--- config.mk ---
export PLATFORM = sky130hd
export DESIGN_NAME = japanese_text_fold_flat
export DESIGN_NICKNAME = d
export VERILOG_FILES = /design/src/sv/jtf_pkg.sv /design/src/sv/jtf_if.sv /design/src/sv/japanese_text_fold.sv /design/src/sv/jtf_front.sv /design/src/sv/jtf_queue.sv /design/src/sv/jtf_back.sv /design/src/flat_wrapper.sv
export SDC_FILE = /design/constraint.sdc
export NUM_CORES = 1
export LEC_CHECK = 0
export BUFFER_PORTS_ARGS = -buffer_cell sky130_fd_sc_hd__buf_2
export CORE_MARGIN = 5
export CORE_UTILIZATION = 45
export CTS_CLUSTER_SIZE = 24
export DETAILED_ROUTE_END_ITERATION = 8
export HOLD_SLACK_MARGIN = 0.12
export PLACE_DENSITY = 0.69
export SLEW_MARGIN = 20
export SYNTH_ARGS = -nofsm -noshare
export SYNTH_HDL_FRONTEND = slang
export SYNTH_SLANG_ARGS = --single-unit
--- constraint.sdc ---
create_clock -name i_clk -period 24.3 [get_ports i_clk]
set_input_delay 4.86 -clock i_clk [delete_from_list [all_inputs] [get_ports i_clk]]
set_output_delay 4.86 -clock i_clk [all_outputs]
set_load 0.005 [all_outputs]
--- src/sv/jtf_pkg.sv ---
// shared types, codes and tables of the japanese text fold block
package jtf_pkg;

    // depth of the queue between classifier and sequencer
    localparam int QUEUE_DEPTH = 4;

    // configuration register indexes
    localparam logic CFG_KANA = 1'b0;
    localparam logic CFG_CAP  = 1'b1;

    // request kinds from the classifier
    localparam logic [1:0] K_NONE  = 2'd0;
    localparam logic [1:0] K_SPACE = 2'd1;
    localparam logic [1:0] K_MARK  = 2'd2;
    localparam logic [1:0] K_PUSH  = 2'd3;

    // run of up to four characters to be written
    typedef struct packed {
        logic [2:0]       cnt;
        logic [3:0][20:0] cp;
    } t_run;

    // classified request handed to the sequencer
    typedef struct packed {
        logic [1:0] kind;
        logic       semi;
        logic       last;
        t_run       run;
    } t_desc;

    // half-width katakana to full-width forms
    localparam logic [15:0] HW_MAP [63] = '{
        16'h3002, 16'h300C, 16'h300D, 16'h3001, 16'h30FB, 16'h30F2, 16'h30A1, 16'h30A3,
        16'h30A5, 16'h30A7, 16'h30A9, 16'h30E3, 16'h30E5, 16'h30E7, 16'h30C3, 16'h30FC,
        16'h30A2, 16'h30A4, 16'h30A6, 16'h30A8, 16'h30AA, 16'h30AB, 16'h30AD, 16'h30AF,
        16'h30B1, 16'h30B3, 16'h30B5, 16'h30B7, 16'h30B9, 16'h30BB, 16'h30BD, 16'h30BF,
        16'h30C1, 16'h30C4, 16'h30C6, 16'h30C8, 16'h30CA, 16'h30CB, 16'h30CC, 16'h30CD,
        16'h30CE, 16'h30CF, 16'h30D2, 16'h30D5, 16'h30D8, 16'h30DB, 16'h30DE, 16'h30DF,
        16'h30E0, 16'h30E1, 16'h30E2, 16'h30E4, 16'h30E6, 16'h30E8, 16'h30E9, 16'h30EA,
        16'h30EB, 16'h30EC, 16'h30ED, 16'h30EF, 16'h30F3, 16'h0000, 16'h0000
    };

    // build a run from up to four 16-bit codes
    function automatic t_run mk_run(input logic [2:0] cnt, input logic [15:0] a,
                                    input logic [15:0] b, input logic [15:0] c,
                                    input logic [15:0] d);
        t_run r;
        r.cnt   = cnt;
        r.cp[0] = {5'd0, a};
        r.cp[1] = {5'd0, b};
        r.cp[2] = {5'd0, c};
        r.cp[3] = {5'd0, d};
        return r;
    endfunction

    // enclosed company signs
    function automatic t_run company_run(input logic [2:0] sel);
        t_run r;
        case (sel)
            3'd0:    r = mk_run(3'd4, 16'h682A, 16'h5F0F, 16'h4F1A, 16'h793E);
            3'd1:    r = mk_run(3'd4, 16'h6709, 16'h9650, 16'h4F1A, 16'h793E);
            3'd2:    r = mk_run(3'd4, 16'h793E, 16'h56E3, 16'h6CD5, 16'h4EBA);
            3'd3:    r = mk_run(3'd4, 16'h5408, 16'h540D, 16'h4F1A, 16'h793E);
            default: r = mk_run(3'd4, 16'h8CA1, 16'h56E3, 16'h6CD5, 16'h4EBA);
        endcase
        return r;
    endfunction

    // roman numerals as lower-case letters
    function automatic t_run roman_run(input logic [3:0] sel);
        t_run r;
        case (sel)
            4'd0:    r = mk_run(3'd1, 16'h69, 16'h00, 16'h00, 16'h00);
            4'd1:    r = mk_run(3'd2, 16'h69, 16'h69, 16'h00, 16'h00);
            4'd2:    r = mk_run(3'd3, 16'h69, 16'h69, 16'h69, 16'h00);
            4'd3:    r = mk_run(3'd2, 16'h69, 16'h76, 16'h00, 16'h00);
            4'd4:    r = mk_run(3'd1, 16'h76, 16'h00, 16'h00, 16'h00);
            4'd5:    r = mk_run(3'd2, 16'h76, 16'h69, 16'h00, 16'h00);
            4'd6:    r = mk_run(3'd3, 16'h76, 16'h69, 16'h69, 16'h00);
            4'd7:    r = mk_run(3'd4, 16'h76, 16'h69, 16'h69, 16'h69);
            4'd8:    r = mk_run(3'd2, 16'h69, 16'h78, 16'h00, 16'h00);
            4'd9:    r = mk_run(3'd1, 16'h78, 16'h00, 16'h00, 16'h00);
            4'd10:   r = mk_run(3'd2, 16'h78, 16'h69, 16'h00, 16'h00);
            4'd11:   r = mk_run(3'd3, 16'h78, 16'h69, 16'h69, 16'h00);
            4'd12:   r = mk_run(3'd1, 16'h6C, 16'h00, 16'h00, 16'h00);
            4'd13:   r = mk_run(3'd1, 16'h63, 16'h00, 16'h00, 16'h00);
            4'd14:   r = mk_run(3'd1, 16'h64, 16'h00, 16'h00, 16'h00);
            default: r = mk_run(3'd1, 16'h6D, 16'h00, 16'h00, 16'h00);
        endcase
        return r;
    endfunction

endpackage

--- src/sv/jtf_if.sv ---
// request channels of the japanese text fold block
interface jtf_in_if;
    logic        valid;
    logic        ready;
    logic [20:0] in_code_point;
    logic        in_has_char;
    logic        end_of_text;
    modport source (output valid, in_code_point, in_has_char, end_of_text, input ready);
    modport sink   (input valid, in_code_point, in_has_char, end_of_text, output ready);
endinterface

interface jtf_out_if;
    logic        valid;
    logic        ready;
    logic [20:0] out_code_point;
    logic        out_has_char;
    logic        last_of_text;
    modport source (output valid, out_code_point, out_has_char, last_of_text, input ready);
    modport sink   (input valid, out_code_point, out_has_char, last_of_text, output ready);
endinterface

--- src/sv/japanese_text_fold.sv ---
// top level of the japanese text fold block
//
//  channel   dir  handshake      payload
//  s_in      in   valid/ready    in_code_point, in_has_char, end_of_text
//  m_out     out  valid/ready    out_code_point, out_has_char, last_of_text
//  cfg       in   i_cfg_we       i_cfg_index, i_cfg_data
//
// the sequencer handles the characters of a run one at a time, sends an
// owed space out ahead of the character that follows it, and handles an end
// of text request as a step of its own
// reset empties the queue and clears the held character and byte count
// the classifier stalls only when the queue is full; the sequencer stalls
// while the result register holds a request that is not taken
module japanese_text_fold
    import jtf_pkg::*;
#(
    parameter int QDEPTH = QUEUE_DEPTH
) (
    input  logic        i_clk,
    input  logic        i_rst_n,
    jtf_in_if.sink      s_in,
    jtf_out_if.source   m_out,
    input  logic        i_cfg_we,
    input  logic        i_cfg_index,
    input  logic [15:0] i_cfg_data
);

    logic        r_kana;
    logic [15:0] r_cap;
    logic        q_wr;
    t_desc       q_wdata;
    logic        q_full;
    logic        q_valid;
    logic        q_pop;
    t_desc       q_rdata;

    // configuration registers
    always_ff @(posedge i_clk) begin
        if (!i_rst_n) begin
            r_kana <= 1'b1;
            r_cap  <= 16'hFFFF;
        end else if (i_cfg_we) begin
            case (i_cfg_index)
                CFG_KANA: r_kana <= i_cfg_data[0];
                CFG_CAP:  r_cap  <= i_cfg_data;
                default:  r_cap  <= r_cap;
            endcase
        end
    end

    jtf_front u_front (
        .s_in    (s_in),
        .i_kana  (r_kana),
        .i_full  (q_full),
        .o_wr    (q_wr),
        .o_desc  (q_wdata)
    );

    jtf_queue #(.DEPTH(QDEPTH)) u_queue (
        .i_clk   (i_clk),
        .i_rst_n (i_rst_n),
        .i_wr    (q_wr),
        .i_wdata (q_wdata),
        .o_full  (q_full),
        .o_valid (q_valid),
        .i_pop   (q_pop),
        .o_rdata (q_rdata)
    );

    jtf_back u_back (
        .i_clk   (i_clk),
        .i_rst_n (i_rst_n),
        .i_cap   (r_cap),
        .i_valid (q_valid),
        .i_desc  (q_rdata),
        .o_pop   (q_pop),
        .m_out   (m_out)
    );

endmodule

--- src/sv/jtf_front.sv ---
// classifier: maps one input codepoint to a run, a mark, a space or nothing
module jtf_front
    import jtf_pkg::*;
(
    jtf_in_if.sink s_in,
    input  logic  i_kana,
    input  logic  i_full,
    output logic  o_wr,
    output t_desc o_desc
);

    // lower-case latin-1 and extended-a letters
    function automatic logic [8:0] lower_latin(input logic [8:0] c);
        logic [8:0] r;
        r = c;
        if (c inside {[9'h41:9'h5A]}) r = c + 9'd32;
        else if (c < 9'hC0) r = c;
        else if (c <= 9'hDE) r = (c == 9'hD7) ? c : c + 9'd32;
        else if (c == 9'h178) r = 9'hFF;
        else if (c inside {[9'h100:9'h137], [9'h14A:9'h177]}) r = c | 9'd1;
        else if (c inside {[9'h139:9'h148], [9'h179:9'h17E]}) r = c[0] ? c + 9'd1 : c;
        return r;
    endfunction

    logic [20:0] c;
    logic [20:0] f;
    logic [20:0] g;
    logic        fall;
    logic [1:0]  kind;
    logic        semi;
    t_run        run;
    t_run        circ;
    logic [5:0]  off;
    logic [1:0]  ckind;
    logic [4:0]  num;
    logic [1:0]  tens;
    logic [4:0]  ones;
    logic [2:0]  p;
    logic [2:0]  csel;

    assign c = s_in.in_code_point;

    // circled, parenthesized and dotted numbers
    always_comb begin
        off = 6'(c - 21'h2460);
        if (off >= 6'd40) begin
            ckind = 2'd2;
            num   = 5'(off - 6'd40) + 5'd1;
        end else if (off >= 6'd20) begin
            ckind = 2'd1;
            num   = 5'(off - 6'd20) + 5'd1;
        end else begin
            ckind = 2'd0;
            num   = 5'(off) + 5'd1;
        end
        if (num >= 5'd20) begin
            tens = 2'd2;
            ones = num - 5'd20;
        end else if (num >= 5'd10) begin
            tens = 2'd1;
            ones = num - 5'd10;
        end else begin
            tens = 2'd0;
            ones = num;
        end
        circ = '0;
        p    = 3'd0;
        if (ckind == 2'd1) begin
            circ.cp[p[1:0]] = 21'h28;
            p = p + 3'd1;
        end
        if (tens != 2'd0) begin
            circ.cp[p[1:0]] = 21'h30 + 21'(tens);
            p = p + 3'd1;
        end
        circ.cp[p[1:0]] = 21'h30 + 21'(ones);
        p = p + 3'd1;
        if (ckind != 2'd0) begin
            circ.cp[p[1:0]] = (ckind == 2'd1) ? 21'h29 : 21'h2E;
            p = p + 3'd1;
        end
        circ.cnt = p;
    end

    // company sign select
    always_comb begin
        case (c[3:0])
            4'h1:    csel = 3'd0;
            4'h2:    csel = 3'd1;
            4'h3:    csel = 3'd2;
            4'h4:    csel = 3'd3;
            4'h6:    csel = 3'd4;
            default: csel = 3'd0;
        endcase
    end

    // classification
    always_comb begin
        kind = K_PUSH;
        semi = 1'b0;
        fall = 1'b0;
        f    = c;
        run  = '0;
        g    = c;
        if (!s_in.in_has_char) begin
            kind = K_NONE;
        end else if (c inside {21'h20, [21'h09:21'h0D], 21'h3000, 21'hA0,
                               [21'h2000:21'h200A], 21'h202F, 21'h205F}) begin
            kind = K_SPACE;
        end else if (c inside {21'h0, [21'h200B:21'h200D], 21'hFEFF}) begin
            kind = K_NONE;
        end else if (c inside {[21'hFF01:21'hFF5E]}) begin
            f    = c - 21'hFEE0;
            fall = 1'b1;
        end else if (c inside {[21'hFF61:21'hFF9F]}) begin
            if (c >= 21'hFF9E) begin
                kind = K_MARK;
                semi = (c == 21'hFF9F);
            end else begin
                f    = {5'd0, HW_MAP[6'(c - 21'hFF61)]};
                fall = 1'b1;
            end
        end else if (c inside {21'h3099, 21'h309B}) begin
            kind = K_MARK;
        end else if (c inside {21'h309A, 21'h309C}) begin
            kind = K_MARK;
            semi = 1'b1;
        end else if (c inside {21'h301C, 21'h2053}) begin
            f    = 21'h7E;
            fall = 1'b1;
        end else if (c inside {[21'h2010:21'h2015], 21'h2212}) begin
            f    = 21'h2D;
            fall = 1'b1;
        end else if (c inside {[21'h3231:21'h3234], 21'h3236}) begin
            run = company_run(csel);
        end else if (c == 21'h337F) begin
            run = company_run(3'd0);
        end else if (c inside {[21'h32A4:21'h32A8]}) begin
            run.cnt = 3'd1;
            case (c[3:0])
                4'h4:    run.cp[0] = 21'h4E0A;
                4'h5:    run.cp[0] = 21'h4E2D;
                4'h6:    run.cp[0] = 21'h4E0B;
                4'h7:    run.cp[0] = 21'h5DE6;
                default: run.cp[0] = 21'h53F3;
            endcase
        end else if (c == 21'h2116) begin
            run = mk_run(3'd2, 16'h6E, 16'h6F, 16'h00, 16'h00);
        end else if (c == 21'h2121) begin
            run = mk_run(3'd3, 16'h74, 16'h65, 16'h6C, 16'h00);
        end else if (c == 21'h24EA) begin
            f    = 21'h30;
            fall = 1'b1;
        end else if (c inside {[21'h2460:21'h249B]}) begin
            run = circ;
        end else if (c inside {[21'h2160:21'h217F]}) begin
            run = roman_run(c[3:0]);
        end else begin
            fall = 1'b1;
        end
        // folding of single characters
        if (fall) begin
            g = f;
            if (i_kana && (f inside {[21'h30A1:21'h30F6]})) g = f - 21'h60;
            if (g < 21'h180) g = {12'd0, lower_latin(g[8:0])};
            run.cnt   = 3'd1;
            run.cp[0] = g;
        end
    end

    // request into the queue
    assign s_in.ready  = !i_full;
    assign o_wr        = s_in.valid && !i_full && !(kind == K_NONE && !s_in.end_of_text);
    assign o_desc.kind = kind;
    assign o_desc.semi = semi;
    assign o_desc.last = s_in.end_of_text;
    assign o_desc.run  = run;

endmodule

--- src/sv/jtf_queue.sv ---
// small request queue between classifier and sequencer
module jtf_queue
    import jtf_pkg::*;
#(
    parameter int DEPTH = QUEUE_DEPTH
) (
    input  logic  i_clk,
    input  logic  i_rst_n,
    input  logic  i_wr,
    input  t_desc i_wdata,
    output logic  o_full,
    output logic  o_valid,
    input  logic  i_pop,
    output t_desc o_rdata
);

    localparam int PW = $clog2(DEPTH);
    localparam int CW = $clog2(DEPTH + 1);

    t_desc          r_mem [DEPTH];
    logic [PW-1:0]  r_wp;
    logic [PW-1:0]  r_rp;
    logic [CW-1:0]  r_cnt;
    logic           wr_en;
    logic           rd_en;

    assign o_full  = (r_cnt == CW'(DEPTH));
    assign o_valid = (r_cnt != '0);
    assign o_rdata = r_mem[r_rp];
    assign wr_en   = i_wr && !o_full;
    assign rd_en   = i_pop && o_valid;

    // storage
    always_ff @(posedge i_clk) begin
        if (wr_en) begin
            r_mem[r_wp] <= i_wdata;
        end
    end

    // pointers and fill count
    always_ff @(posedge i_clk) begin
        if (!i_rst_n) begin
            r_wp  <= '0;
            r_rp  <= '0;
            r_cnt <= '0;
        end else begin
            if (wr_en) r_wp <= (r_wp == PW'(DEPTH - 1)) ? '0 : r_wp + 1'b1;
            if (rd_en) r_rp <= (r_rp == PW'(DEPTH - 1)) ? '0 : r_rp + 1'b1;
            if (wr_en && !rd_en) r_cnt <= r_cnt + 1'b1;
            else if (rd_en && !wr_en) r_cnt <= r_cnt - 1'b1;
        end
    end

endmodule

--- src/sv/jtf_back.sv ---
// sequencer: held character, space owing, byte count and result register
module jtf_back
    import jtf_pkg::*;
(
    input  logic        i_clk,
    input  logic        i_rst_n,
    input  logic [15:0] i_cap,
    input  logic        i_valid,
    input  t_desc       i_desc,
    output logic        o_pop,
    jtf_out_if.source   m_out
);

    // dakuten family test on the base hiragana
    function automatic logic h_row(input logic [20:0] b);
        return (b == 21'h306F) || (b == 21'h3072) || (b == 21'h3075) ||
               (b == 21'h3078) || (b == 21'h307B);
    endfunction

    function automatic logic [20:0] voice_of(input logic [20:0] c, input logic semi);
        logic [20:0] b;
        logic [20:0] r;
        b = (c >= 21'h30A1) ? c - 21'h60 : c;
        r = '0;
        if (semi) begin
            if (h_row(b)) r = c + 21'd2;
        end else if (b >= 21'h3041 && b <= 21'h3096) begin
            if (b == 21'h3046) r = c + 21'h4E;
            else if (((b inside {[21'h304B:21'h3062]}) && b[0]) ||
                     ((b inside {[21'h3064:21'h3069]}) && !b[0]) || h_row(b))
                r = c + 21'd1;
        end
        return r;
    endfunction

    function automatic logic [2:0] utf8_size(input logic [20:0] c);
        if (c < 21'h80) return 3'd1;
        if (c < 21'h800) return 3'd2;
        if (c < 21'h10000) return 3'd3;
        return 3'd4;
    endfunction

    logic [2:0]  r_idx,    n_idx;
    logic        r_emit,   n_emit;
    logic [20:0] r_held,   n_held;
    logic        r_held_v, n_held_v;
    logic        r_space,  n_space;
    logic [15:0] r_bytes,  n_bytes;
    logic        r_full,   n_full;
    logic        r_ov,     n_ov;
    logic [20:0] r_ocp,    n_ocp;
    logic        r_ohas,   n_ohas;
    logic        r_olast,  n_olast;

    logic        out_free;
    logic [2:0]  nops;
    logic [20:0] pc;
    logic [3:0]  need;
    logic        with_sp;
    logic        fail;
    logic [20:0] v;
    logic        adv;
    logic        emit;
    logic [20:0] e_cp;
    logic        e_has;
    logic        e_last;

    assign out_free = !r_ov || m_out.ready;
    assign nops     = (i_desc.kind == K_PUSH) ? i_desc.run.cnt :
                      (i_desc.kind == K_NONE) ? 3'd0 : 3'd1;
    assign pc       = i_desc.run.cp[r_idx[1:0]];
    assign with_sp  = r_space && (r_bytes != '0);
    assign need     = {1'b0, utf8_size(pc)} + {3'd0, with_sp};
    assign fail     = r_full || ({1'b0, r_bytes} + 17'(need) >= {1'b0, i_cap});
    assign v        = voice_of(r_held, i_desc.semi);

    // step of the current request
    always_comb begin
        n_idx    = r_idx;
        n_emit   = r_emit;
        n_held   = r_held;
        n_held_v = r_held_v;
        n_space  = r_space;
        n_bytes  = r_bytes;
        n_full   = r_full;
        o_pop    = 1'b0;
        adv      = 1'b0;
        emit     = 1'b0;
        e_cp     = r_held;
        e_has    = 1'b1;
        e_last   = 1'b0;
        if (out_free && i_valid) begin
            if (r_idx < nops) begin
                adv = 1'b1;
                case (i_desc.kind)
                    K_PUSH: begin
                        if (r_held_v && with_sp && !fail) begin
                            // send the held character first, then retry
                            emit     = 1'b1;
                            n_held_v = 1'b0;
                            adv      = 1'b0;
                        end else begin
                            if (r_held_v) begin
                                emit     = 1'b1;
                                e_last   = i_desc.last && fail;
                                n_held_v = 1'b0;
                            end else if (with_sp && !fail) begin
                                emit = 1'b1;
                                e_cp = 21'h20;
                            end
                            n_space = 1'b0;
                            if (fail) begin
                                n_full = 1'b1;
                            end else begin
                                n_bytes  = r_bytes + 16'(need);
                                n_held   = pc;
                                n_held_v = 1'b1;
                            end
                        end
                    end
                    K_MARK: begin
                        if (r_held_v && !r_space && !r_full && v != '0) n_held = v;
                    end
                    K_SPACE: begin
                        n_space = 1'b1;
                    end
                    default: begin
                    end
                endcase
                if (adv) n_idx = r_idx + 3'd1;
                if (adv && (r_idx + 3'd1 == nops) && !i_desc.last) o_pop = 1'b1;
            end else begin
                // end of text: flush held or give the empty result
                o_pop = 1'b1;
                if (i_desc.last) begin
                    if (r_held_v) begin
                        emit   = 1'b1;
                        e_last = 1'b1;
                    end else if (!r_emit) begin
                        emit   = 1'b1;
                        e_cp   = '0;
                        e_has  = 1'b0;
                        e_last = 1'b1;
                    end
                    n_held   = '0;
                    n_held_v = 1'b0;
                    n_space  = 1'b0;
                    n_bytes  = '0;
                    n_full   = 1'b0;
                end
            end
            n_emit = r_emit || emit;
            if (o_pop) begin
                n_idx  = '0;
                n_emit = 1'b0;
            end
        end
    end

    // result register
    always_comb begin
        n_ov    = r_ov;
        n_ocp   = r_ocp;
        n_ohas  = r_ohas;
        n_olast = r_olast;
        if (out_free) begin
            n_ov = emit;
            if (emit) begin
                n_ocp   = e_cp;
                n_ohas  = e_has;
                n_olast = e_last;
            end
        end
    end

    always_ff @(posedge i_clk) begin
        if (!i_rst_n) begin
            r_idx    <= '0;
            r_emit   <= 1'b0;
            r_held   <= '0;
            r_held_v <= 1'b0;
            r_space  <= 1'b0;
            r_bytes  <= '0;
            r_full   <= 1'b0;
            r_ov     <= 1'b0;
        end else begin
            r_idx    <= n_idx;
            r_emit   <= n_emit;
            r_held   <= n_held;
            r_held_v <= n_held_v;
            r_space  <= n_space;
            r_bytes  <= n_bytes;
            r_full   <= n_full;
            r_ov     <= n_ov;
        end
        r_ocp   <= n_ocp;
        r_ohas  <= n_ohas;
        r_olast <= n_olast;
    end

    assign m_out.valid          = r_ov;
    assign m_out.out_code_point = r_ocp;
    assign m_out.out_has_char   = r_ohas;
    assign m_out.last_of_text   = r_olast;

endmodule

--- src/flat_wrapper.sv ---
// flat-port wrapper written by rule: the top's interface ports become plain ports
module japanese_text_fold_flat import jtf_pkg::*;
#(
    parameter int QDEPTH = QUEUE_DEPTH
)
  (i_clk, i_rst_n, i_cfg_we, i_cfg_index, i_cfg_data, s_in_valid, s_in_in_code_point, s_in_in_has_char, s_in_end_of_text, s_in_ready, m_out_valid, m_out_out_code_point, m_out_out_has_char, m_out_last_of_text, m_out_ready);
  jtf_in_if s_in_i ();
  jtf_out_if m_out_i ();
  input  logic i_clk;
  input  logic i_rst_n;
  input  logic i_cfg_we;
  input  logic i_cfg_index;
  input  logic [15:0] i_cfg_data;
  input wire logic [$bits(s_in_i.valid)-1:0] s_in_valid;
  input wire logic [$bits(s_in_i.in_code_point)-1:0] s_in_in_code_point;
  input wire logic [$bits(s_in_i.in_has_char)-1:0] s_in_in_has_char;
  input wire logic [$bits(s_in_i.end_of_text)-1:0] s_in_end_of_text;
  output wire logic [$bits(s_in_i.ready)-1:0] s_in_ready;
  output wire logic [$bits(m_out_i.valid)-1:0] m_out_valid;
  output wire logic [$bits(m_out_i.out_code_point)-1:0] m_out_out_code_point;
  output wire logic [$bits(m_out_i.out_has_char)-1:0] m_out_out_has_char;
  output wire logic [$bits(m_out_i.last_of_text)-1:0] m_out_last_of_text;
  input wire logic [$bits(m_out_i.ready)-1:0] m_out_ready;
  assign s_in_i.valid = s_in_valid;
  assign s_in_i.in_code_point = s_in_in_code_point;
  assign s_in_i.in_has_char = s_in_in_has_char;
  assign s_in_i.end_of_text = s_in_end_of_text;
  assign s_in_ready = s_in_i.ready;
  assign m_out_valid = m_out_i.valid;
  assign m_out_out_code_point = m_out_i.out_code_point;
  assign m_out_out_has_char = m_out_i.out_has_char;
  assign m_out_last_of_text = m_out_i.last_of_text;
  assign m_out_i.ready = m_out_ready;
  japanese_text_fold #(.QDEPTH(QDEPTH)) u_core (.i_clk(i_clk), .i_rst_n(i_rst_n), .s_in(s_in_i), .m_out(m_out_i), .i_cfg_we(i_cfg_we), .i_cfg_index(i_cfg_index), .i_cfg_data(i_cfg_data));
endmodule
==> out/results.tsv, run 1 <==
stage	metric	value	unit
placement	globalplace.congestion	1.01	
cts	cts_hold_buf	0	
route	vias	17200	
critical_path	crit_start	s_in_in_code_point[0]	
yosys	synthArstFlopShare	0	
die	coreArea	45400	um2
power	p_seq_frac	0.384	
timing	rsz0062_at_grt	false	
cells_and_area	drive_above_1_share	0.128	
grt	gr-total-overflow	0	
cts	cts_max_level	1	
route	drc_errors	0	
yosys	synth_area_leader_cell	edfxtp_1	
yosys	ys_seq_elements	318	
critical_path	slowest_delay	0.81	ns
critical_path	reg2reg_depth	36	
cts	cts_root_buf	clkbuf_16	
cells_and_area	fin_area	22400	um2
grt	grt_antenna_before_repair	0	
critical_path	crit_cells	24	
yosys	ys_seq_area_frac	0.427	
yosys	synth_edf_count	247	
hold_path	hold_class	flop to flop	
power	p_leak	7.75	nW
critical_path	critPathBufInv	3	
cells_and_area	fillerInstances	4140	
power	p_int	0.00119	W
yosys	synth_area_per_cell	10.1	um2
placement	placed_area	21400	um2
timing	setup_viol	0	
cts	postCtsSetupRepairBufs	0	
yosys	synthDistinctLibCells	119	
critical_path	crit_path_max_fanout	29	
cells_and_area	final_nets	2180	
timing	relSlewSlack	0.241	
placement	dp.final_hpwl	45400	um
grt	grt_pass1_vias	16700	
route	wl	62800	um
power	power	0.00181	W
yosys	yosys.area.top_type_share	0.359	
cells_and_area	syn2layout_area_growth	8.52	%
critical_path	cpLargestDelayFamily	compound AO/OA/AOI/OAI gates	
critical_path	critical_path.cell_chain	buf_2, clkinv_1, ha_1, nor3b_2, xnor2_1, o22ai_1, nand2_1, a21oi_1, o31ai_1, ha_1, nand2_1, nor2_1, a211oi_1, o211a_1, o21ai_2, inv_1, ha_1, a21oi_1, a41oi_1, or3_4, a31oi_4, o211ai_4, or4_1, a31oi_1	
yosys	netlist_area	20700	um2
cts	cts_resized	0	
yosys	postSynthCellCount	2051	
grt	grt_max_degree	58	
yosys	synth.area.top_cells	edfxtp_1, mux4_2, dfxtp_1	
power	sw_frac_of_total	0.346	
route	wl_per_cell	23.5	um
die	num_rows	78	
cts	clk_pin_slew	0.07	ns
yosys	syn_nets	2180	
timing	setup_tns	0	ns
cts	clockBufferDepth	3	
cts	cts.sinks	318	
grt	grtUsageTotal	0.240	
die	fp.dieH	224	um
critical_path	crit_type	primary input to flop	
die	start_util	0.456	
yosys	ys_warn_count	0	
yosys	synthTopCellsByCount	edfxtp_1, nand2_1, nor2_1	
timing	skew	0.0149	ns
timing	slew_violations	0	
cts	cts_tree	done	
critical_path	critPathArrivalTime	12.92	ns
die	die-area	50300	um2
route	ant_nets	0	
critical_path	critPathLaunchType	primary input	
power	irDropWorstVdd	0.0700	mV
timing	fmax	79.4	MHz
flow_run	max_cap_viol_count	0	
grt	grt_pass1_wl	97300	um
cts	clock_latency	0.56	ns
yosys	synth.most_common_cell	edfxtp_1	
critical_path	reg2reg_to	u_core.u_queue.r_cnt[2]	
timing	worst_pin_slew	1.13	ns
timing	hold_violations	0	
critical_path	cp_data_required_time	24.63	ns
power	p_clk_frac	0.266	
route	avgViaCountPerCell	6.43	
critical_path	crit_path_end_kind	flop	
critical_path	cp_common_cell	ha_1	
critical_path	setup.worst_path.end	u_core.u_queue.r_mem[2][4]	
power	p_comb_frac	0.350	
route	drtPass1Iterations	6	
critical_path	r2r_slack	14.91	ns
placement	io_buffers	69	
status	outcome	complete, no violations	
timing	finalCritPeriodShare	0.518	
critical_path	critical_path.slowest_cell	xnor2_1	
timing	finalWorstPathRequiredPeriod	12.59	ns
yosys	ys.flop_type	edfxtp_1	
power	powerDensity	80.8	nW/um2
cts	cts-buffers-inserted	30	
die	ios	70	
power	p_sw	0.000628	W
cells_and_area	antennaDiodeCount	0	
die	die_w	224	um
route	first_iter_violations	1970	
[cell families (layout without fill, tap and decap cells)]
kind of cell             Yosys count  after routing  share of synthesized area
other                              1              1                   0.000181
buffers and inverters            206            228                     0.0409
AND/OR/NAND/NOR                  756            756                      0.190
adder cells (fa/ha/maj)           84             84                     0.0515
AO/OA/AOI/OAI                    568            568                      0.196
multiplexers                      78             78                     0.0765
flip-flops                       318            318                      0.427
XOR/XNOR                          40             40                     0.0169
[flip-flops by register name, indices dropped and copies added, names as in the netlist, named ones only]
signal,cells
u_core.u_back.m_out.last_of_text,1
u_core.u_back.m_out.valid,1
u_core.r_kana,1
u_core.u_back.m_out.out_code_point,21
u_core.u_back.r_held,21
u_core.u_queue.r_mem,224
u_core.u_back.m_out.out_has_char,1
u_core.u_back.r_idx,3
u_core.u_queue.r_cnt,3
u_core.u_back.r_full,1
u_core.u_queue.r_wp,2
u_core.r_cap,16
u_core.u_back.r_held_v,1
u_core.u_back.r_emit,1
u_core.u_queue.r_rp,2
u_core.u_back.r_space,1
u_core.u_back.r_bytes,16
[per-stage QoR]
| step | util | instances | setup WS, ns | hold WS (ns) |
|---|---|---|---|---|
| 2_1_floorplan | - | 2051 | 12.86 | 0.433 |
| 6_report | 0.495 | 2673 | 11.71 | 0.473 |
| 3_3_place_gp | 0.472 | 2619 | 11.49 | 0.458 |
| 4_1_cts | 0.495 | 2673 | 11.88 | 0.478 |
| 5_1_grt | 0.495 | 2673 | 11.18 | 0.504 |
| 3_5_place_dp | 0.472 | 2619 | 11.27 | 0.462 |
[power groups by stage]
stage	sequential, W	combinational, W	clock, W
global placement	0.000705	0.000620	0
detailed placement	0.000708	0.000627	0
CTS	0.000697	0.000632	0.000490
finish	0.000697	0.000635	0.000482
global route	0.000704	0.000698	0.000511
floorplan	0.000687	0.000480	0
[final cells by class]
type,instances,area (um2),area share
clock inverters,21,235,0.0105
clock buffers,33,783,0.0349
repair buffers,91,510,0.0227
well taps,600,751,0.0335
flip-flops and latches,318,8840,0.394
multi-input cells,1527,11000,0.490
inverters,83,314,0.0140
[metal layers]
metal	track usage	share of wire	vias to the layer above
li1	-	-	7909
met1	0.317	0.41	8415
met2	0.410	0.49	720
met3	0.0227	0.056	148
met4	0.0945	0.043	0
met5	0	0	-
[worst min path at each step]
stage / from / to / depth (start not counted) / slack (ns)
detailed placement: u_core.u_back.r_emit / u_core.u_back.r_emit / 1 / 0.46
CTS: u_core.u_back.r_emit / u_core.u_back.r_emit / 1 / 0.48
global route: u_core.u_back.r_emit / u_core.u_back.r_emit / 1 / 0.50
finish: u_core.u_back.r_emit / u_core.u_back.r_emit / 1 / 0.47
floorplan: u_core.r_kana / u_core.r_kana / 2 / 0.43
global placement: u_core.u_back.r_emit / u_core.u_back.r_emit / 1 / 0.46
[layout by cell type (no fill, tap or decap), drive strengths merged, types with 12 or more instances in the layout]
master,n
nand2b,17
nand4,39
dfxtp,71
o21ai,117
a22oi,13
mux4,64
nand3,72
xnor2,26
a21boi,17
nor3,39
o21a,17
inv,77
o22ai,13
mux2i,13
a31oi,38
a211oi,22
nand3b,13
o211ai,36
buf,91
xor2,14
edfxtp,247
nor2b,36
and2,52
clkinv,19
nor4,33
or3,12
a21oi,117
ha,82
and3,29
nor2,165
or4,15
a21o,14
o31ai,15
nand2,186
clkbuf,33
Power figures use the tool's default switching activity.
==> run 2: changes to the inputs <==
Settings changed: PLACE_DENSITY 0.69 to 0.71.
Clock period 24.3 ns to 11.05 ns, I/O delays scaled along.
==> run 2 against run 1 <==
Utilization barely moved. Clock skew is 0.00057 ns lower. Total power increased by 120%. Global-route usage grew 0.19 points. Largest power group unchanged. Final area is 0.10% lower. Worst setup slack got worse by 10 ns. Hold slack better by 0.0096 ns. Non-clock buffer count increased by 8. Critical endpoint is now u_core.u_queue.r_mem[0][4].
==> out/results.tsv, run 2 (synthesized netlist as in run 1, its figures left out) <==
stage	metric	value	unit	change
status	outcome	complete, no violations		unchanged
cells_and_area	final_cell_count_no_fill	2683		was 2,673
power	power	0.00391	W	was 0.00181 W
cells_and_area	final_cell_mix	edfxtp_1, nand2_1, nor2_1, a21oi_1, o21ai_0		unchanged
critical_path	critPathBufInv	5		was 3
cells_and_area	syn2layout_area_growth	8.41	%	was 8.52%
placement	placed_cells	2627		was 2,619
timing	finalCritPeriodShare	0.876		
grt	grt_pass1_wl	98100	um	was 97,300 um
timing	fmax	103	MHz	
placement	dp.final_hpwl	46100	um	was 45,400 um
die	die_w	224	um	unchanged
critical_path	slowest_delay	0.64	ns	was 0.81 ns
hold_path	hold_class	flop to flop		unchanged
die	num_rows	78		unchanged
critical_path	cp_common_cell	ha_1		unchanged
route	vias	17300		was 17.2k
route	first_iter_violations	2141		was 1,970
critical_path	crit_cells	26		was 24
critical_path	reg2reg_depth	34		was 36
grt	gr-total-overflow	0		unchanged
timing	relSlewSlack	0.307		was 0.241
cts	clock_latency	0.57	ns	was 0.56 ns
critical_path	critPathLaunchType	primary input		unchanged
die	fp.dieH	224	um	unchanged
die	die-area	50300	um2	unchanged
placement	globalplace.congestion	0.986		was 1.01
flow_run	max_cap_viol_count	0		unchanged
cells_and_area	final_common_cell	edfxtp_1		unchanged
timing	slew_violations	0		unchanged
critical_path	cpLargestDelayFamily	compound AO/OA/AOI/OAI gates		unchanged
cts	cts_tree	done		unchanged
critical_path	crit_path_max_fanout	29		unchanged
timing	skew	0.0143	ns	was 0.0149 ns
route	drc_errors	0		unchanged
timing	rsz0062_at_grt	false		unchanged
cells_and_area	regMostFlops	u_core.u_queue.r_mem		unchanged
cts	clk_pin_slew	0.06	ns	was 0.07 ns
cts	clockBufferDepth	3		unchanged
cts	cts.sinks	318		unchanged
die	start_util	0.456		unchanged
timing	finalWorstPathRequiredPeriod	9.68	ns	
critical_path	crit_path_end_kind	flop		unchanged
power	irDropWorstVdd	0.133	mV	was 0.0700 mV
route	wl_per_cell	23.4	um	was 23.5 um
cells_and_area	largest_reg_flops	224		unchanged
power	p_leak	7.75	nW	about the same
critical_path	critical_path.slowest_cell	nor3_1		was xnor2_1
cts	cts_root_buf	clkbuf_16		unchanged
timing	hold_violations	0		unchanged
grt	grt_max_degree	58		unchanged
hold_path	holdPathStages	1		unchanged
timing	setup_viol	0		unchanged
route	drtPass1Iterations	6		unchanged
grt	grtUsageTotal	0.242		was 0.240
cells_and_area	drive_above_1_share	0.133		was 0.128
route	ant_nets	0		unchanged
route	avgViaCountPerCell	6.45		was 6.43
cts	cts_max_level	1		unchanged
placement	io_buffers	69		unchanged
die	coreArea	45400	um2	unchanged
cells_and_area	final_nets	2188		was 2,180
critical_path	cp_data_required_time	11.38	ns	was 24.63 ns
critical_path	critPathArrivalTime	10.01	ns	was 12.92 ns
timing	worst_pin_slew	1.03	ns	was 1.13 ns
cts	cts_resized	0		unchanged
cts	cts_hold_buf	0		unchanged
die	ios	70		unchanged
grt	grt_pass1_vias	16800		was 16.7k
route	wl	62900	um	was 62,800 um
power	powerDensity	175	nW/um2	was 80.8 nW/um2
cts	postCtsSetupRepairBufs	0		unchanged
cells_and_area	antennaDiodeCount	0		unchanged
timing	setup_tns	0	ns	unchanged
cts	cts-buffers-inserted	30		unchanged
grt	grt_antenna_before_repair	0		unchanged
critical_path	crit_type	primary input to flop		unchanged
run 2: area by class of cell:
type | instances | area [um2]
Inverter | 83 | 314
Clock buffer | 35 | 791
Sequential cell | 318 | 8840
Tap cell | 600 | 751
Clock inverter | 21 | 135
Fill cell | 4141 | 23000
Timing Repair Buffer | 99 | 571
Multi-Input combinational cell | 1527 | 11000
run 2: power breakdown:
part	total [W]	switching, W	internal (W)
sequential	0.00156	0.000121	0.00144
combinational	0.00138	0.000835	0.000546
clock	0.000974	0.000439	0.000535
total	0.00391	0.00139	0.00252
run 2: through the flow:
| stage | instance area [um2] | hold slack (ns) | utilization | setup WS [ns] |
|---|---|---|---|---|
| 3_3_place_gp | 21500 | 0.456 | 0.473 | 1.27 |
| 3_5_place_dp | 21500 | 0.468 | 0.473 | 1.00 |
| 6_report | 22400 | 0.482 | 0.494 | 1.37 |
| 2_1_floorplan | 20700 | 0.433 | - | 2.26 |
| 5_1_grt | 22400 | 0.488 | 0.494 | 0.862 |
| 4_1_cts | 22400 | 0.482 | 0.494 | 1.56 |
run 2: per-layer routing:
metal | vias to the layer above | routed length, um | track usage
li1 | 7926 | - | -
met1 | 8397 | 25800 | 0.321
met2 | 822 | 31000 | 0.415
met3 | 147 | 3810 | 0.0266
met4 | 0 | 2270 | 0.0825
met5 | - | 0 | 0
run 2: final timing paths:
kind | startpoint | endpoint | slack (ns)
setup / recovery | s_in_in_code_point[0] | u_core.u_queue.r_mem[0][4] | 1.37
hold / removal | u_core.u_back.r_emit | u_core.u_back.r_emit | 0.48
setup reg to reg | flop | u_core.u_queue.r_cnt[2] | 1.94
hold reg to reg | u_core.u_back.r_emit | u_core.u_back.r_emit | 0.48
run 2: worst reg2reg max path: cells and delay by family (launching register included):
kind,cells,cell delay (ns)
compound gates,10,2.51
xor+xnor,2,0.38
fa+ha+maj,6,1.63
buf+inv,3,0.31
flops,1,0.92
mux,1,0.63
simple gates,12,2.67
==> run 3: changes to the inputs <==
Settings changed: CTS_BUF_LIST from default to sky130_fd_sc_hd__clkbuf_4 sky130_fd_sc_hd__clkbuf_8, MAX_ROUTING_LAYER from default to met4, PLACE_DENSITY 0.71 to default.
==> run 3 against run 2 <==
Combinational power barely moved. Worst setup slack gained 0.29 ns. Clock power is 9.9% higher. Largest power group unchanged. Global-route usage rose by 2.0 points.
==> out/results.tsv, run 3 (synthesized netlist as in run 1, its figures left out) <==
stage	metric	value	unit	change
route	wl_met3	4160	um	was 3810 um
die	ios	70		unchanged
critical_path	crit_path_max_fanout	23		was 29
cells_and_area	final_cell_count_no_fill	2731		was 2,683
timing	setup_tns	0	ns	unchanged
critical_path	cp_data_required_time	11.47	ns	was 11.38 ns
timing	finalWorstPathRequiredPeriod	9.38	ns	was 9.68 ns
critical_path	crit_start	s_in_in_code_point[5]		was s_in_in_code_point[0]
route	drc_errors	0		unchanged
cells_and_area	final_cell_mix	edfxtp_1, nand2_1, nor2_1, a21oi_1, o21ai_0		unchanged
timing	setup_viol	0		unchanged
grt	grt_pass1_wl	101000	um	was 98,100 um
timing	hold_violations	0		unchanged
route	wl_met1	28100	um	was 25,800 um
hold_path	hp-start	u_core.u_back.r_emit		unchanged
route	first_iter_violations	1857		was 2,141
grt	gr-total-overflow	0		unchanged
hold_path	holdPathStages	1		unchanged
cts	clockBufferDepth	3		unchanged
die	start_util	0.456		unchanged
die	num_rows	78		unchanged
cells_and_area	regMostFlops	u_core.u_queue.r_mem		unchanged
cells_and_area	fin_util	0.499		was 0.494
cts	cts-buffers-inserted	53		was 30
grt	grt_antenna_before_repair	3		was 0
timing	finalCritPeriodShare	0.849		was 0.876
power	powerDensity	178	nW/um2	was 175 nW/um2
cts	clk_pin_slew	0.06	ns	about the same
cts	cts.sinks	318		unchanged
placement	dp.final_hpwl	48500	um	was 46,100 um
timing	worst_pin_slew	1.15	ns	was 1.03 ns
cells_and_area	syn2layout_area_growth	9.47	%	was 8.41%
status	outcome	complete, no violations		unchanged
route	ant_nets	0		unchanged
route	drtPass1Iterations	6		unchanged
cts	cts_root_buf	clkbuf_8		was clkbuf_16
route	avgViaCountPerCell	6.35		was 6.45
route	top_layer	met4		unchanged
cells_and_area	drive_above_1_share	0.153		was 0.133
placement	globalplace.congestion	1.00		was 0.986
cts	cts_hold_buf	0		unchanged
die	fp.dieH	224	um	unchanged
hold_path	hold_class	flop to flop		unchanged
power	irDropWorstVdd	0.116	mV	was 0.133 mV
grt	grt_pass1_vias	16500		was 16.8k
cells_and_area	multi_input_area	11000	um2	about the same
grt	grt_max_degree	58		unchanged
die	coreArea	45400	um2	unchanged
hold_path	holdPathEnd	u_core.u_back.r_emit		unchanged
cells_and_area	final_nets	2218		was 2,188
timing	fmax	107	MHz	was 103 MHz
flow_run	max_cap_viol_count	0		unchanged
placement	io_buffers	69		unchanged
power	p_leak	7.92	nW	was 7.75 nW
cts	clock_latency	0.65	ns	was 0.57 ns
cts	cts_max_level	2		was 1
placement	placed_cells	2634		was 2,627
cts	cts_resized	0		unchanged
cells_and_area	fillerInstances	4278		was 4,141
timing	skew	0.0532	ns	was 0.0143 ns
critical_path	reg2reg_depth	33		was 34
critical_path	crit_path_end_kind	flop		unchanged
grt	grtUsageTotal	0.261		was 0.242
critical_path	reg2reg_to	u_core.u_queue.r_cnt[2]		unchanged
route	met2_wirelength	31500	um	was 31,000 um
cells_and_area	seq_area	8840	um2	unchanged
critical_path	critPathLaunchType	primary input		unchanged
route	vias	17300		about the same
cts	postCtsSetupRepairBufs	0		unchanged
die	die_w	224	um	unchanged
cells_and_area	final_common_cell	edfxtp_1		unchanged
critical_path	critPathArrivalTime	9.80	ns	was 10.01 ns
route	wl	66100	um	was 62,900 um
cells_and_area	largest_reg_flops	224		unchanged
timing	relSlewSlack	0.229		was 0.307
die	die-area	50300	um2	unchanged
critical_path	r2r_slack	1.84	ns	was 1.94 ns
route	wl_per_cell	24.2	um	was 23.4 um
cts	cts_tree	done		unchanged
timing	rsz0062_at_grt	false		unchanged
power	power	0.00404	W	was 0.00391 W
critical_path	crit_type	primary input to flop		unchanged
timing	slew_violations	0		unchanged
==> run 3: worst max-delay path by stage <==
| stage | end | slack [ns] | depth (start not counted) |
|---|---|---|---|
| 2_1_floorplan | u_core.u_queue.r_mem[0][4] | 2.26 | 28 |
| 3_3_place_gp | u_core.u_queue.r_mem[2][4] | 1.25 | 25 |
| 3_5_place_dp | u_core.u_queue.r_mem[1][4] | 1.23 | 25 |
| 4_1_cts | u_core.u_queue.r_cnt[2] | 1.79 | 33 |
| 5_1_grt | u_core.u_queue.r_cnt[2] | 1.11 | 35 |
| 6_report | u_core.u_queue.r_mem[2][4] | 1.67 | 25 |
==> run 3: critical path: stages <==
cell	delay [ns]
buf_2	0.38
clkinv_1	0.42
ha_1	0.45
nor4b_1	0.20
a211oi_1	0.42
a311oi_1	0.16
a211oi_2	0.24
buf_4	0.26
a21oi_1	0.06
o31ai_1	0.89
ha_1	0.38
nand2_1	0.09
nor2_1	0.33
a211oi_1	0.13
o211a_1	0.24
o21ai_2	0.44
inv_1	0.27
ha_1	0.35
a21oi_1	0.16
a41oi_1	0.07
or3_4	0.37
a31oi_4	0.26
o211ai_4	0.14
or4_1	0.51
a31oi_1	0.33
==> run 3: layout make-up <==
| class | count | area share |
|---|---|---|
| Inverter | 83 | 0.0139 |
| Clock buffer | 78 | 0.0419 |
| Sequential cell | 318 | 0.391 |
| Timing Repair Buffer | 106 | 0.0275 |
| Antenna cell | 3 | 0.000332 |
| Clock inverter | 16 | 0.00647 |
| Tap cell | 600 | 0.0332 |
| Multi-Input combinational cell | 1527 | 0.486 |
==> run 3: per-layer routing <==
| metal | GRT usage | vias up |
|---|---|---|
| met4 | 0.0852 | 0 |
| met5 | - | - |
| met1 | 0.346 | 8519 |
| met3 | 0.0343 | 145 |
| met2 | 0.421 | 703 |
| li1 | - | 7981 |
==> run 3: per-stage QoR <==
stage                     hold WS [ns]  area, um2  setup slack, ns
after floorplan                  0.433      20700             2.26
after global placement           0.452      21500             1.25
after detailed placement         0.458      21500             1.23
after CTS                        0.473      22600             1.79
after global routing             0.501      22600             1.11
final                            0.467      22600             1.67
==> run 3: report_power, final <==
group          total, W  internal (W)  switching [W]
clock network   0.00107      0.000599       0.000471
logic           0.00141      0.000546       0.000867
registers       0.00155       0.00144       0.000115
